## config.mk

```make
export PLATFORM = sky130hd
export DESIGN_NAME = link_box_subdivide_inflate_core
export DESIGN_NICKNAME = d
export VERILOG_FILES = /design/src/rtl/lbsi_pkg.sv /design/src/rtl/link_box_subdivide_inflate_core.sv /design/src/rtl/lbsi_ctrl.sv /design/src/rtl/lbsi_dp.sv
export SDC_FILE = /design/constraint.sdc
export NUM_CORES = 2
export LEC_CHECK = 0
export BUFFER_PORTS_ARGS = -buffer_cell sky130_fd_sc_hd__buf_2
export CELL_PAD_IN_SITES_DETAIL_PLACEMENT = 0
export CELL_PAD_IN_SITES_GLOBAL_PLACEMENT = 2
export CORE_ASPECT_RATIO = 0.6
export CORE_UTILIZATION = 45
export DETAILED_ROUTE_END_ITERATION = 10
export PLACE_DENSITY_LB_ADDON = 0.1
export SYNTH_ARGS = -nofsm -noshare
export SYNTH_HDL_FRONTEND = slang
export SYNTH_SLANG_ARGS = --single-unit
```

## constraint.sdc

```tcl
create_clock -name clk -period 31.8 [get_ports clk]
set_clock_uncertainty 0.05 [all_clocks]
set_input_delay 3.18 -clock clk [delete_from_list [all_inputs] [get_ports clk]]
set_output_delay 3.18 -clock clk [all_outputs]
set_load 0.005 [all_outputs]
```

## src/rtl/lbsi_pkg.sv

```systemverilog
// Shared types and constants for the link box subdivide/inflate core.
package lbsi_pkg;

  localparam int NUM_AXES   = 3;
  localparam int NUM_BOUNDS = 2 * NUM_AXES;  // lo x,y,z then hi x,y,z
  localparam int CFG_W      = 7;
  localparam int RADIUS_W   = 31;
  localparam int IDX_W      = 6;
  localparam int RADIX_BITS = 4;             // quotient bits per divider cycle

  typedef enum logic [2:0] {
    ST_IDLE,
    ST_ABS,
    ST_DIV,
    ST_FIX,
    ST_PRIME,
    ST_EMIT
  } state_t;

  // Commands from controller to datapath
  typedef struct packed {
    logic store_prox;
    logic load_diff;
    logic div_load;
    logic div_step;
    logic div_fix;
    logic advance;
    logic emit;
  } dp_cmd_t;

  // Status from datapath to controller
  typedef struct packed {
    logic div_last;
    logic seg_last;
    logic out_free;
  } dp_sts_t;

endpackage

```

## src/rtl/link_box_subdivide_inflate_core.sv

```systemverilog
// Top level of the link box subdivide/inflate core.
// A request with in_is_distal low stores the proximal endpoint box. A request
// with in_is_distal high pairs with the stored box and produces segment_count sub-boxes
// (zero counts as one, values above MAX_SEGMENTS clamp), each bound interpolated with floor
// division between the two boxes and inflated by in_link_radius, saturated to the coordinate
// range. A distal request latches the difference to the stored box, then runs the radix-16
// divider that forms the per-segment step of all six bounds in parallel, applies the floor
// correction and primes the first sample point, after which one sub-box leaves per cycle
// through the output register while the output is not stalled. The next request is taken
// while the last sub-box still waits in the output register.
module link_box_subdivide_inflate_core import lbsi_pkg::*; #(
  parameter int MAX_SEGMENTS = 64,
  parameter int COORD_WIDTH  = 32
) (
  input  logic                          clk,
  input  logic                          rst_n,
  input  logic                          cfg_wr_en,
  input  logic [CFG_W-1:0]              cfg_wr_data,
  input  logic                          in_valid,
  output logic                          in_ready,
  input  logic                          in_is_distal,
  input  logic signed [COORD_WIDTH-1:0] in_box_lo_x,
  input  logic signed [COORD_WIDTH-1:0] in_box_lo_y,
  input  logic signed [COORD_WIDTH-1:0] in_box_lo_z,
  input  logic signed [COORD_WIDTH-1:0] in_box_hi_x,
  input  logic signed [COORD_WIDTH-1:0] in_box_hi_y,
  input  logic signed [COORD_WIDTH-1:0] in_box_hi_z,
  input  logic [RADIUS_W-1:0]           in_link_radius,
  output logic                          out_valid,
  input  logic                          out_ready,
  output logic signed [COORD_WIDTH-1:0] out_seg_lo_x,
  output logic signed [COORD_WIDTH-1:0] out_seg_lo_y,
  output logic signed [COORD_WIDTH-1:0] out_seg_lo_z,
  output logic signed [COORD_WIDTH-1:0] out_seg_hi_x,
  output logic signed [COORD_WIDTH-1:0] out_seg_hi_y,
  output logic signed [COORD_WIDTH-1:0] out_seg_hi_z,
  output logic [IDX_W-1:0]              out_segment_index,
  output logic                          out_last_segment
);

  dp_cmd_t cmd;
  dp_sts_t sts;
  logic [NUM_BOUNDS-1:0][COORD_WIDTH-1:0] in_box;
  logic [NUM_BOUNDS-1:0][COORD_WIDTH-1:0] out_box;

  // Bound order: lo x,y,z then hi x,y,z
  assign in_box = {in_box_hi_z, in_box_hi_y, in_box_hi_x,
                   in_box_lo_z, in_box_lo_y, in_box_lo_x};

  assign out_seg_lo_x = out_box[0];
  assign out_seg_lo_y = out_box[1];
  assign out_seg_lo_z = out_box[2];
  assign out_seg_hi_x = out_box[3];
  assign out_seg_hi_y = out_box[4];
  assign out_seg_hi_z = out_box[5];

  lbsi_ctrl u_ctrl (
    .clk          (clk),
    .rst_n        (rst_n),
    .in_valid     (in_valid),
    .in_is_distal (in_is_distal),
    .in_ready     (in_ready),
    .sts          (sts),
    .cmd          (cmd)
  );

  lbsi_dp #(
    .MAX_SEGMENTS (MAX_SEGMENTS),
    .COORD_WIDTH  (COORD_WIDTH)
  ) u_dp (
    .clk               (clk),
    .rst_n             (rst_n),
    .cmd               (cmd),
    .sts               (sts),
    .cfg_wr_en         (cfg_wr_en),
    .cfg_wr_data       (cfg_wr_data),
    .in_box            (in_box),
    .in_link_radius    (in_link_radius),
    .out_valid         (out_valid),
    .out_ready         (out_ready),
    .out_box           (out_box),
    .out_segment_index (out_segment_index),
    .out_last_segment  (out_last_segment)
  );

endmodule

```

## src/rtl/lbsi_ctrl.sv

```systemverilog
// Controller state machine: sequences load, divide, step setup and segment emission.
module lbsi_ctrl import lbsi_pkg::*; (
  input  logic    clk,
  input  logic    rst_n,
  input  logic    in_valid,
  input  logic    in_is_distal,
  output logic    in_ready,
  input  dp_sts_t sts,
  output dp_cmd_t cmd
);

  state_t state_r, state_nxt;

  // State register
  always_ff @(posedge clk) begin
    if (!rst_n) begin
      state_r <= ST_IDLE;
    end else begin
      state_r <= state_nxt;
    end
  end

  // Next state and commands
  always_comb begin
    state_nxt = state_r;
    in_ready  = 1'b0;
    cmd       = '0;
    case (state_r)
      ST_IDLE: begin
        in_ready = 1'b1;
        if (in_valid) begin
          if (in_is_distal) begin
            cmd.load_diff = 1'b1;
            state_nxt     = ST_ABS;
          end else begin
            cmd.store_prox = 1'b1;
          end
        end
      end
      ST_ABS: begin
        cmd.div_load = 1'b1;
        state_nxt    = ST_DIV;
      end
      ST_DIV: begin
        cmd.div_step = 1'b1;
        if (sts.div_last) begin
          state_nxt = ST_FIX;
        end
      end
      ST_FIX: begin
        cmd.div_fix = 1'b1;
        state_nxt   = ST_PRIME;
      end
      ST_PRIME: begin
        cmd.advance = 1'b1;
        state_nxt   = ST_EMIT;
      end
      ST_EMIT: begin
        if (sts.out_free) begin
          cmd.emit    = 1'b1;
          cmd.advance = 1'b1;
          if (sts.seg_last) begin
            state_nxt = ST_IDLE;
          end
        end
      end
      default: begin
        state_nxt = ST_IDLE;
      end
    endcase
  end

endmodule

```

## src/rtl/lbsi_dp.sv

```systemverilog
// Datapath: proximal store, per-bound step divider, incremental interpolation, output register.
module lbsi_dp import lbsi_pkg::*; #(
  parameter int MAX_SEGMENTS = 64,
  parameter int COORD_WIDTH  = 32
) (
  input  logic                                    clk,
  input  logic                                    rst_n,
  input  dp_cmd_t                                 cmd,
  output dp_sts_t                                 sts,
  input  logic                                    cfg_wr_en,
  input  logic [CFG_W-1:0]                        cfg_wr_data,
  input  logic [NUM_BOUNDS-1:0][COORD_WIDTH-1:0]  in_box,
  input  logic [RADIUS_W-1:0]                     in_link_radius,
  output logic                                    out_valid,
  input  logic                                    out_ready,
  output logic [NUM_BOUNDS-1:0][COORD_WIDTH-1:0]  out_box,
  output logic [IDX_W-1:0]                        out_segment_index,
  output logic                                    out_last_segment
);

  localparam int CW    = COORD_WIDTH;
  localparam int DW    = COORD_WIDTH + 1;
  localparam int NW    = $clog2(MAX_SEGMENTS + 1);
  localparam int ITER  = (DW + RADIX_BITS - 1) / RADIX_BITS;
  localparam int MW    = ITER * RADIX_BITS;
  localparam int ITW   = (ITER > 1) ? $clog2(ITER) : 1;
  localparam int EW    = ((COORD_WIDTH > RADIUS_W) ? COORD_WIDTH : RADIUS_W) + 2;

  localparam logic signed [EW-1:0] SAT_HI = {{(EW-CW+1){1'b0}}, {(CW-1){1'b1}}};
  localparam logic signed [EW-1:0] SAT_LO = {{(EW-CW+1){1'b1}}, {(CW-1){1'b0}}};

  logic [CFG_W-1:0]    seg_count_r;
  logic [CW-1:0]       prox_r  [NUM_BOUNDS];
  logic [DW-1:0]       diff_r  [NUM_BOUNDS];
  logic [RADIUS_W-1:0] radius_r;
  logic [NW-1:0]       n_r;
  logic [NW-1:0]       n_clamp;

  logic [MW-1:0]       num_r   [NUM_BOUNDS];
  logic [MW-1:0]       quo_r   [NUM_BOUNDS];
  logic [NW-1:0]       rem_r   [NUM_BOUNDS];
  logic                neg_r   [NUM_BOUNDS];
  logic [ITW-1:0]      it_r;

  logic [MW-1:0]       num_nxt [NUM_BOUNDS];
  logic [MW-1:0]       quo_nxt [NUM_BOUNDS];
  logic [NW-1:0]       rem_nxt [NUM_BOUNDS];
  logic [DW-1:0]       mag     [NUM_BOUNDS];
  logic [DW-1:0]       diff_nxt[NUM_BOUNDS];

  logic [CW-1:0]       qd_r    [NUM_BOUNDS];
  logic [NW-1:0]       rd_r    [NUM_BOUNDS];
  logic [CW-1:0]       qd_nxt  [NUM_BOUNDS];
  logic [NW-1:0]       rd_nxt  [NUM_BOUNDS];

  logic [NW-1:0]       acc_r   [NUM_BOUNDS];
  logic [NW-1:0]       acc_nxt [NUM_BOUNDS];
  logic [CW-1:0]       vcur_r  [NUM_BOUNDS];
  logic [CW-1:0]       vnxt_r  [NUM_BOUNDS];
  logic [CW-1:0]       vnxt_nxt[NUM_BOUNDS];

  logic [NW-1:0]       seg_r;
  logic [NW+IDX_W-1:0] seg_ext;
  logic                out_valid_r;
  logic [CW-1:0]       out_box_r [NUM_BOUNDS];
  logic [CW-1:0]       out_box_nxt [NUM_BOUNDS];
  logic [IDX_W-1:0]    out_idx_r;
  logic                out_last_r;
  logic                seg_last;

  // Segment count clamp: zero means one, above the maximum means the maximum
  always_comb begin
    if (seg_count_r == '0) begin
      n_clamp = NW'(1);
    end else if (int'(seg_count_r) > MAX_SEGMENTS) begin
      n_clamp = NW'(MAX_SEGMENTS);
    end else begin
      n_clamp = NW'(seg_count_r);
    end
  end

  // Distal minus proximal, and its magnitude for the divider
  always_comb begin
    for (int i = 0; i < NUM_BOUNDS; i++) begin
      diff_nxt[i] = {in_box[i][CW-1], in_box[i]} - {prox_r[i][CW-1], prox_r[i]};
      mag[i]      = diff_r[i][DW-1] ? (~diff_r[i] + DW'(1)) : diff_r[i];
    end
  end

  // Divider: RADIX_BITS restoring steps per cycle on each lane
  always_comb begin
    logic [NW:0]    part;
    logic [MW-1:0]  num;
    logic [MW-1:0]  quo;
    logic [NW-1:0]  rem;
    for (int i = 0; i < NUM_BOUNDS; i++) begin
      num = num_r[i];
      quo = quo_r[i];
      rem = rem_r[i];
      for (int j = 0; j < RADIX_BITS; j++) begin
        part = {rem, num[MW-1]};
        num  = num << 1;
        if (part >= {1'b0, n_r}) begin
          part = part - {1'b0, n_r};
          quo  = {quo[MW-2:0], 1'b1};
        end else begin
          quo  = {quo[MW-2:0], 1'b0};
        end
        rem = part[NW-1:0];
      end
      num_nxt[i] = num;
      quo_nxt[i] = quo;
      rem_nxt[i] = rem;
    end
  end

  // Floor correction of the quotient for a negative difference
  always_comb begin
    logic [CW-1:0] qa;
    for (int i = 0; i < NUM_BOUNDS; i++) begin
      qa = quo_r[i][CW-1:0];
      if (neg_r[i] && (rem_r[i] != '0)) begin
        qd_nxt[i] = ~qa;
        rd_nxt[i] = n_r - rem_r[i];
      end else if (neg_r[i]) begin
        qd_nxt[i] = ~qa + CW'(1);
        rd_nxt[i] = '0;
      end else begin
        qd_nxt[i] = qa;
        rd_nxt[i] = rem_r[i];
      end
    end
  end

  // One interpolation step: value += quotient step plus remainder carry
  always_comb begin
    logic [NW:0] rsum;
    logic        carry;
    for (int i = 0; i < NUM_BOUNDS; i++) begin
      rsum  = {1'b0, acc_r[i]} + {1'b0, rd_r[i]};
      carry = (rsum >= {1'b0, n_r});
      if (carry) begin
        rsum = rsum - {1'b0, n_r};
      end
      acc_nxt[i]  = rsum[NW-1:0];
      vnxt_nxt[i] = vnxt_r[i] + qd_r[i] + CW'(carry);
    end
  end

  // Hull of the two sample points, inflated by the radius, saturated
  always_comb begin
    logic signed [CW-1:0] a;
    logic signed [CW-1:0] b;
    logic signed [CW-1:0] m;
    logic signed [EW-1:0] rad_s;
    logic signed [EW-1:0] val;
    rad_s = EW'(radius_r);
    for (int i = 0; i < NUM_BOUNDS; i++) begin
      a = vcur_r[i];
      b = vnxt_r[i];
      if (i < NUM_AXES) begin
        m   = (a < b) ? a : b;
        val = EW'(m) - rad_s;
      end else begin
        m   = (a > b) ? a : b;
        val = EW'(m) + rad_s;
      end
      if (val > SAT_HI) begin
        val = SAT_HI;
      end else if (val < SAT_LO) begin
        val = SAT_LO;
      end
      out_box_nxt[i] = val[CW-1:0];
    end
  end

  assign seg_last = (seg_r == (n_r - NW'(1)));
  assign seg_ext  = {{IDX_W{1'b0}}, seg_r};

  // Control state and registers with a defined reset
  always_ff @(posedge clk) begin
    if (!rst_n) begin
      seg_count_r <= CFG_W'(1);
      out_valid_r <= 1'b0;
      for (int i = 0; i < NUM_BOUNDS; i++) begin
        prox_r[i] <= '0;
      end
    end else begin
      if (cfg_wr_en) begin
        seg_count_r <= cfg_wr_data;
      end
      if (cmd.store_prox) begin
        for (int i = 0; i < NUM_BOUNDS; i++) begin
          prox_r[i] <= in_box[i];
        end
      end
      if (cmd.emit) begin
        out_valid_r <= 1'b1;
      end else if (out_ready) begin
        out_valid_r <= 1'b0;
      end
    end
  end

  // Working registers
  always_ff @(posedge clk) begin
    if (cmd.load_diff) begin
      radius_r <= in_link_radius;
      n_r      <= n_clamp;
      for (int i = 0; i < NUM_BOUNDS; i++) begin
        diff_r[i] <= diff_nxt[i];
      end
    end
    if (cmd.div_load) begin
      it_r <= ITW'(ITER - 1);
      for (int i = 0; i < NUM_BOUNDS; i++) begin
        num_r[i] <= MW'(mag[i]);
        quo_r[i] <= '0;
        rem_r[i] <= '0;
        neg_r[i] <= diff_r[i][DW-1];
      end
    end
    if (cmd.div_step) begin
      it_r <= it_r - ITW'(1);
      for (int i = 0; i < NUM_BOUNDS; i++) begin
        num_r[i] <= num_nxt[i];
        quo_r[i] <= quo_nxt[i];
        rem_r[i] <= rem_nxt[i];
      end
    end
    if (cmd.div_fix) begin
      seg_r <= '0;
      for (int i = 0; i < NUM_BOUNDS; i++) begin
        qd_r[i]   <= qd_nxt[i];
        rd_r[i]   <= rd_nxt[i];
        vnxt_r[i] <= prox_r[i];
        acc_r[i]  <= '0;
      end
    end
    if (cmd.advance) begin
      for (int i = 0; i < NUM_BOUNDS; i++) begin
        vcur_r[i] <= vnxt_r[i];
        vnxt_r[i] <= vnxt_nxt[i];
        acc_r[i]  <= acc_nxt[i];
      end
    end
    if (cmd.emit) begin
      seg_r      <= seg_r + NW'(1);
      out_idx_r  <= seg_ext[IDX_W-1:0];
      out_last_r <= seg_last;
      for (int i = 0; i < NUM_BOUNDS; i++) begin
        out_box_r[i] <= out_box_nxt[i];
      end
    end
  end

  // Outputs and status
  always_comb begin
    for (int i = 0; i < NUM_BOUNDS; i++) begin
      out_box[i] = out_box_r[i];
    end
  end

  assign out_valid         = out_valid_r;
  assign out_segment_index = out_idx_r;
  assign out_last_segment  = out_last_r;

  assign sts.div_last = (it_r == '0);
  assign sts.seg_last = seg_last;
  assign sts.out_free = !out_valid_r || out_ready;

endmodule
```

## Word level (Yosys, flattened, before mapping)

Memory sizes are Yosys's and may differ from the RTL's.
Cells that the tools add are included.
W data, S select, Z words.

- $add $sub $neg: 81
- Mux-type cells: 178
- Divide/modulo/power cells: 0
- Bitwise operators: 48
- Shift-type cells: 0
- Order comparisons: 49
- Reductions and logical operators: 22
- Eq/ne operators: 11
- Multiply operators: 0

Operators with widths:

| kind | count |
|---|---|
| $mux W32 | 42 |
| $mux W36 | 12 |
| $mux W7 | 57 |
| $sub A32 B32 Y33 | 9 |
| $sub A7 B7 Y7 | 36 |
| $ge A8 B7 Y1 | 30 |
| $add A33 B1 Y33 const B | 6 |
| $gt A33 B32 Y1 const B | 6 |
| $lt A33 B32 Y1 const B | 6 |
| $mux W33 | 6 |
| $not A33 Y33 | 6 |
| $add A32 B1 Y32 | 6 |
| $add A32 B1 Y32 const B | 6 |
| $add A32 B32 Y32 | 6 |
| $not A32 Y32 | 6 |
| $add A32 B32 Y33 | 3 |
| $gt A32 B32 Y1 | 3 |
| $lt A32 B32 Y1 | 3 |
| $mux W1 | 49 |
| $add A7 B7 Y8 | 6 |
| $reduce_bool A7 Y1 | 6 |
| $or A1 B1 Y1 | 36 |
| $pmux W3 S6 | 1 |
| $mux W3 | 5 |
| 22 further kinds | 37 |

- Input bits: 236
- Memories: 12
- Register bits after elaboration: 67
- Latch bits: 0
- Bits in writable memories: 1722
- Word-level logic and storage cells: 411
- Bits in read-only memories: 0

Memory list:

| name | words | width | rd ports | clocked after Yosys merged registers in | wr ports | RTL line | RTL |
|---|---|---|---|---|---|---|---|
| u_dp.num_r | 6 | 36 | 6 | 0 | 6 | lbsi_dp.sv:39 | `logic [MW-1:0] num_r [NUM_BOUNDS];` |
| u_dp.quo_r | 6 | 36 | 6 | 0 | 6 | lbsi_dp.sv:40 | `logic [MW-1:0] quo_r [NUM_BOUNDS];` |
| u_dp.diff_r | 6 | 33 | 6 | 0 | 6 | lbsi_dp.sv:34 | `logic [DW-1:0] diff_r [NUM_BOUNDS];` |
| u_dp.out_box_r | 6 | 32 | 6 | 0 | 6 | lbsi_dp.sv:65 | `logic [CW-1:0] out_box_r [NUM_BOUNDS];` |
| u_dp.prox_r | 6 | 32 | 6 | 0 | 6 | lbsi_dp.sv:33 | `logic [CW-1:0] prox_r [NUM_BOUNDS];` |
| u_dp.qd_r | 6 | 32 | 6 | 0 | 6 | lbsi_dp.sv:51 | `logic [CW-1:0] qd_r [NUM_BOUNDS];` |
| 6 more memories | - | - | - | - | - | - |  |

## Longest topological paths before layout

An unclocked memory read counts as a cell.

- Word-level depth: 10
- Gate-level depth with buffers: 38
- Gate-level depth less buffers: 37

## Cells and area by module

A second synthesis with hierarchy kept.

- Cell total of the unflattened synthesis: 11077
- Area total of the unflattened synthesis: 116032.5 um2

Modules (own cells, without submodules):

| module | times used | area an instance (um2) | cells an instance |
|---|---|---|---|
| lbsi_dp | 1 | 115816.1 | 11048 |
| lbsi_ctrl | 1 | 216.5 | 29 |

## Least setup slack after synthesis

No wires, ideal clock.

- Path type: input to register
- From: input in_valid
- To: memory u_dp.prox_r[0][0] (netlist bit) (enable)
- Data required time: 30.741 ns
- Arrival: 16.636 ns
- Stages: 2
- Setup slack: 14.105 ns
- Cells stage by stage: nand2_1 > o21ai_0

RTL lines:

| item | RTL line | RTL |
|---|---|---|
| start: declaration | link_box_subdivide_inflate_core.sv:19 | `input logic in_valid,` |
| end: declaration | lbsi_dp.sv:33 |  |

==> results.tsv <==
stage	metric	value	unit
clocking	Clock Tree Root	clkbuf_16	
clocking	H-tree Lvls	4	
power_and_ir_drop	P_sw	0.002255	W
grt	first-pass GRT wire length	542900	µm
synthesis	FF+latch count, synth	1765	
synthesis	Post-Synth XOR/XNOR Area	7.614	%
clocking	hold buffers post-CTS	0	
synthesis	syn_nets	12599	
synthesis	area share of fa/ha/maj cells after synthesis	12.40	%
grt	vias in the first global route	81054	
drt	Post-Route WL	372100	µm
clocking	Resized Gates After CTS	0	
power_and_ir_drop	Sw Share	32.52	%
synthesis	ys flop type	edfxtp_1	
power_and_ir_drop	maximum vdd ir drop	0.07608	mV
timing	Slew @ Worst Pin	1.422	ns
drt	DR WL/cell	24.32	µm
placed_design	GPL Wtd Cong	0.9546	
timing	RSZ-0062 raised after global routing	no	
drt	DR iter-0 viols	8867	
drt	DRC	0	
drt	via count	88498	
synthesis	Synth area leader	edfxtp_1	
floorplan	Die ar.	0.2613	mm²
layout	Fillers	23536	
synthesis	most common cell in the netlist	edfxtp_1	
worst_setup_path	crit path to	u_dp.rem_r[4][0]	
floorplan	Initial Utilization	45.34	%
worst_setup_path	CP Max Fanout	25	
synthesis	Syn Inst Count	11247	
placed_design	Detail Placement HPWL	286000	µm
worst_setup_path	Worst Reg-to-Reg Cells	35	
timing	setup TNS	0	ns
timing	Max Fclk	96.60	MHz
synthesis	YS warnings	0	
timing	fin crit share	32.55	%
floorplan	core area	0.2573	mm²
drt	ANT nets after route	0	
clocking	total CTS buffers	189	
power_and_ir_drop	leakage	50.66	nW
synthesis	Avg Cell Area, Syn	10.37	µm²
layout	Area Overhead vs Synth	10.58	%
synthesis	Yosys top cell area share	44.64	%
grt	GRT Total Usage	27.69	%
clocking	postcts setup bufs	0	
synthesis	FFs w/ async S/R, synth	0	%
synthesis	compound-cell area share of the yosys netlist	16.16	%
timing	Period minus WS final	10.35	ns
worst_setup_path	CP startpoint	u_dp.n_r[2]	
power_and_ir_drop	Power Total	0.006934	W
grt	largest net degree at the start of global routing	158	
worst_setup_path	flop-to-flop setup slack	21.45	ns
worst_setup_path	slowest stage cell, crit path	edfxtp_1	
floorplan	I/O pin cnt	437	
clocking	clock-pin slew on the worst setup and hold paths	0.06	ns
floorplan	Cell Rows	144	
worst_setup_path	Setup CP Type	reg -> reg	
synthesis	Synth Cell Area	0.1166	mm²
synthesis	Synth Area in Simple Gates	13.17	%
worst_setup_path	worst r2r src	u_dp.n_r[2]	
status	status	completed	
drt	drt via density	5.783	
grt	initial antenna violation count	83	
drt	Metal-1 WL	200100	µm
drt	1st-pass router iterations	6	
clocking	Sink Count	1765	
grt	grt ovf	0	
timing	Pins Over Slew Limit	0	
placed_design	placed standard-cell area	0.1232	mm²
synthesis	Synth cell types	103	
worst_setup_path	CP Data Required Time	32.42	ns
clocking	worst-skew pair later-pin latency	0.88	ns
power_and_ir_drop	sequential share of power	40.8	%
power_and_ir_drop	internal power	0.004679	W
min_path	Hold WC Path Type	reg -> reg	
worst_setup_path	CP dominant cell by count	o21ai_0	
layout	post-route cell area	0.1290	mm²
timing	Max transition margin	4.534	%
drt	max layer used	met5	
synthesis	main combinational cell family by area after synthesis	compound AO/OA/AOI/OAI gates	
layout	# nets final	13058	
clocking	clk buf depth	4	
synthesis	largest cells by area after synthesis	edfxtp_1 (45%), ha_1 (11%), o21ai_0 (4.5%)	
flow_run	max-capacitance violation count	0	
power_and_ir_drop	combinational fraction of design power	27.7	%
worst_setup_path	crit start category	flip-flop	
worst_setup_path	CP Capture Type	flip-flop	
timing	Final Setup Violations	0	
power_and_ir_drop	pwr dens	53.76	mW/mm²
synthesis	Post-synth EDFFs	1734	
synthesis	sequential area share after synthesis	45.17	%
floorplan	Die Y	396.4	µm
synthesis	Post-synth top cells	edfxtp_1 (1734), ha_1 (1050), o21ai_0 (1045)	
worst_setup_path	FF-to-FF End	u_dp.rem_r[4][0]	
timing	Final Hold Fails	0	
clocking	CTS tree	done	
floorplan	Die X	659.3	µm
placed_design	I/O Buffers	436	
drt	met2 wire len	129800	µm
layout	layout cells sized above 1	9.425	%
worst_setup_path	CP peak stage delay	0.89	ns
drt	routed wire length on met3	35480	µm
worst_setup_path	crit path DAT	10.97	ns
power_and_ir_drop	clock network power share	31.4	%
synthesis	proportion of synthesized area in mux cells	2.136	%
-- layout by cell type (no fill, tap or decap), drive strengths merged, types with 321 or more instances in the layout --
| cell type | n |
|---|---|
| xor2 | 446 |
| nand2 | 998 |
| inv | 763 |
| and2 | 416 |
| ha | 1050 |
| a21o | 321 |
| xnor2 | 568 |
| o21ai | 1060 |
| edfxtp | 1734 |
| buf | 554 |
| a21oi | 637 |
| nor2 | 567 |
-- stage by stage --
step                      hold WS (ns)  instances  utilization, %  setup slack (ns)
after floorplan                 0.3744      11247               -             14.11
after global placement          0.3923      14946           47.87             21.80
after detailed placement        0.3984      14946           47.87             21.63
after CTS                       0.4073      15282           50.11             21.57
after global routing            0.4228      15287           50.12             20.82
final                           0.4079      15303           50.13             21.45
-- worst min-delay path by stage --
| stage | depth (start not counted) | slack (ns) | endpoint | startpoint |
|---|---|---|---|---|
| final | 2 | 0.41 | u_dp.num_r[0][0] | u_dp.num_r[0][0] |
| after global routing | 2 | 0.42 | u_dp.num_r[0][0] | u_dp.num_r[0][0] |
| after CTS | 2 | 0.41 | u_dp.num_r[4][0] | u_dp.num_r[4][0] |
| after detailed placement | 2 | 0.40 | u_dp.num_r[4][0] | u_dp.num_r[4][0] |
| after global placement | 2 | 0.39 | u_dp.num_r[2][0] | u_dp.num_r[2][0] |
| after floorplan | 0 | 0.37 | u_dp.out_segment_index[2] | u_dp.seg_r[2] |
-- layout make-up --
cell class / count / area, µm² / share of cell area, %
tap: 3431 / 4293 / 3.328
timing repair buffer: 554 / 3105 / 2.408
clock buffer: 236 / 4990 / 3.868
sequential: 1765 / 52690 / 40.85
clock inverter: 100 / 782.0 / 0.6063
inverter: 754 / 2853 / 2.212
antenna: 21 / 52.55 / 0.04074
multi-input combinational: 8442 / 60220 / 46.69
-- registers in the layout, indices dropped and copies added, names as in the netlist, 7 cells and up --
| signal | flops |
|---|---|
| u_dp.num_r | 216 |
| u_dp.diff_r | 198 |
| u_dp.out_box_r | 192 |
| u_dp.prox_r | 192 |
| u_dp.qd_r | 192 |
| u_dp.quo_r | 192 |
| u_dp.vcur_r | 192 |
| u_dp.vnxt_r | 192 |
| u_dp.acc_r | 42 |
| u_dp.rd_r | 42 |
| u_dp.rem_r | 42 |
| u_dp.radius_r | 31 |
| u_dp.n_r | 7 |
| u_dp.seg_count_r | 7 |
| u_dp.seg_r | 7 |
-- routing by layer --
metal	track usage (%)	up-vias
li1	-	42336
met1	47.42	42736
met2	33.52	3013
met3	7.052	411
met4	4.641	2
met5	0	-
-- power groups by stage --
| stage | combinational, W | clock [W] | sequential (W) |
|---|---|---|---|
| after floorplan | 0.00142 | 0 | 0.00286 |
| after global placement | 0.00188 | 0 | 0.00288 |
| after CTS | 0.00190 | 0.00223 | 0.00283 |
| after global routing | 0.00213 | 0.00230 | 0.00284 |
| after detailed placement | 0.00189 | 0 | 0.00288 |
| final | 0.00192 | 0.00218 | 0.00283 |
-- cells by family (layout without fill, tap and decap cells) --
kind of cell    after synthesis  after routing
other cells                   0             21
compound gates             2998           2998
xor+xnor                   1014           1014
mux                         228            228
flops                      1765           1765
fa+ha+maj                  1116           1116
simple gates               3086           3086
buf+inv                    1040           1644
-- critical path: cells and delay by family (launching register included) --
kind | cells | cell delay [ns]
adder cells (fa/ha/maj) | 4 | 1.42
buffers and inverters | 3 | 1.12
flip-flops | 1 | 0.89
AO/OA/AOI/OAI | 18 | 4.60
AND/OR/NAND/NOR | 7 | 1.07
multiplexers | 3 | 0.99
No activity file was read; power rests on OpenSTA's default activity.
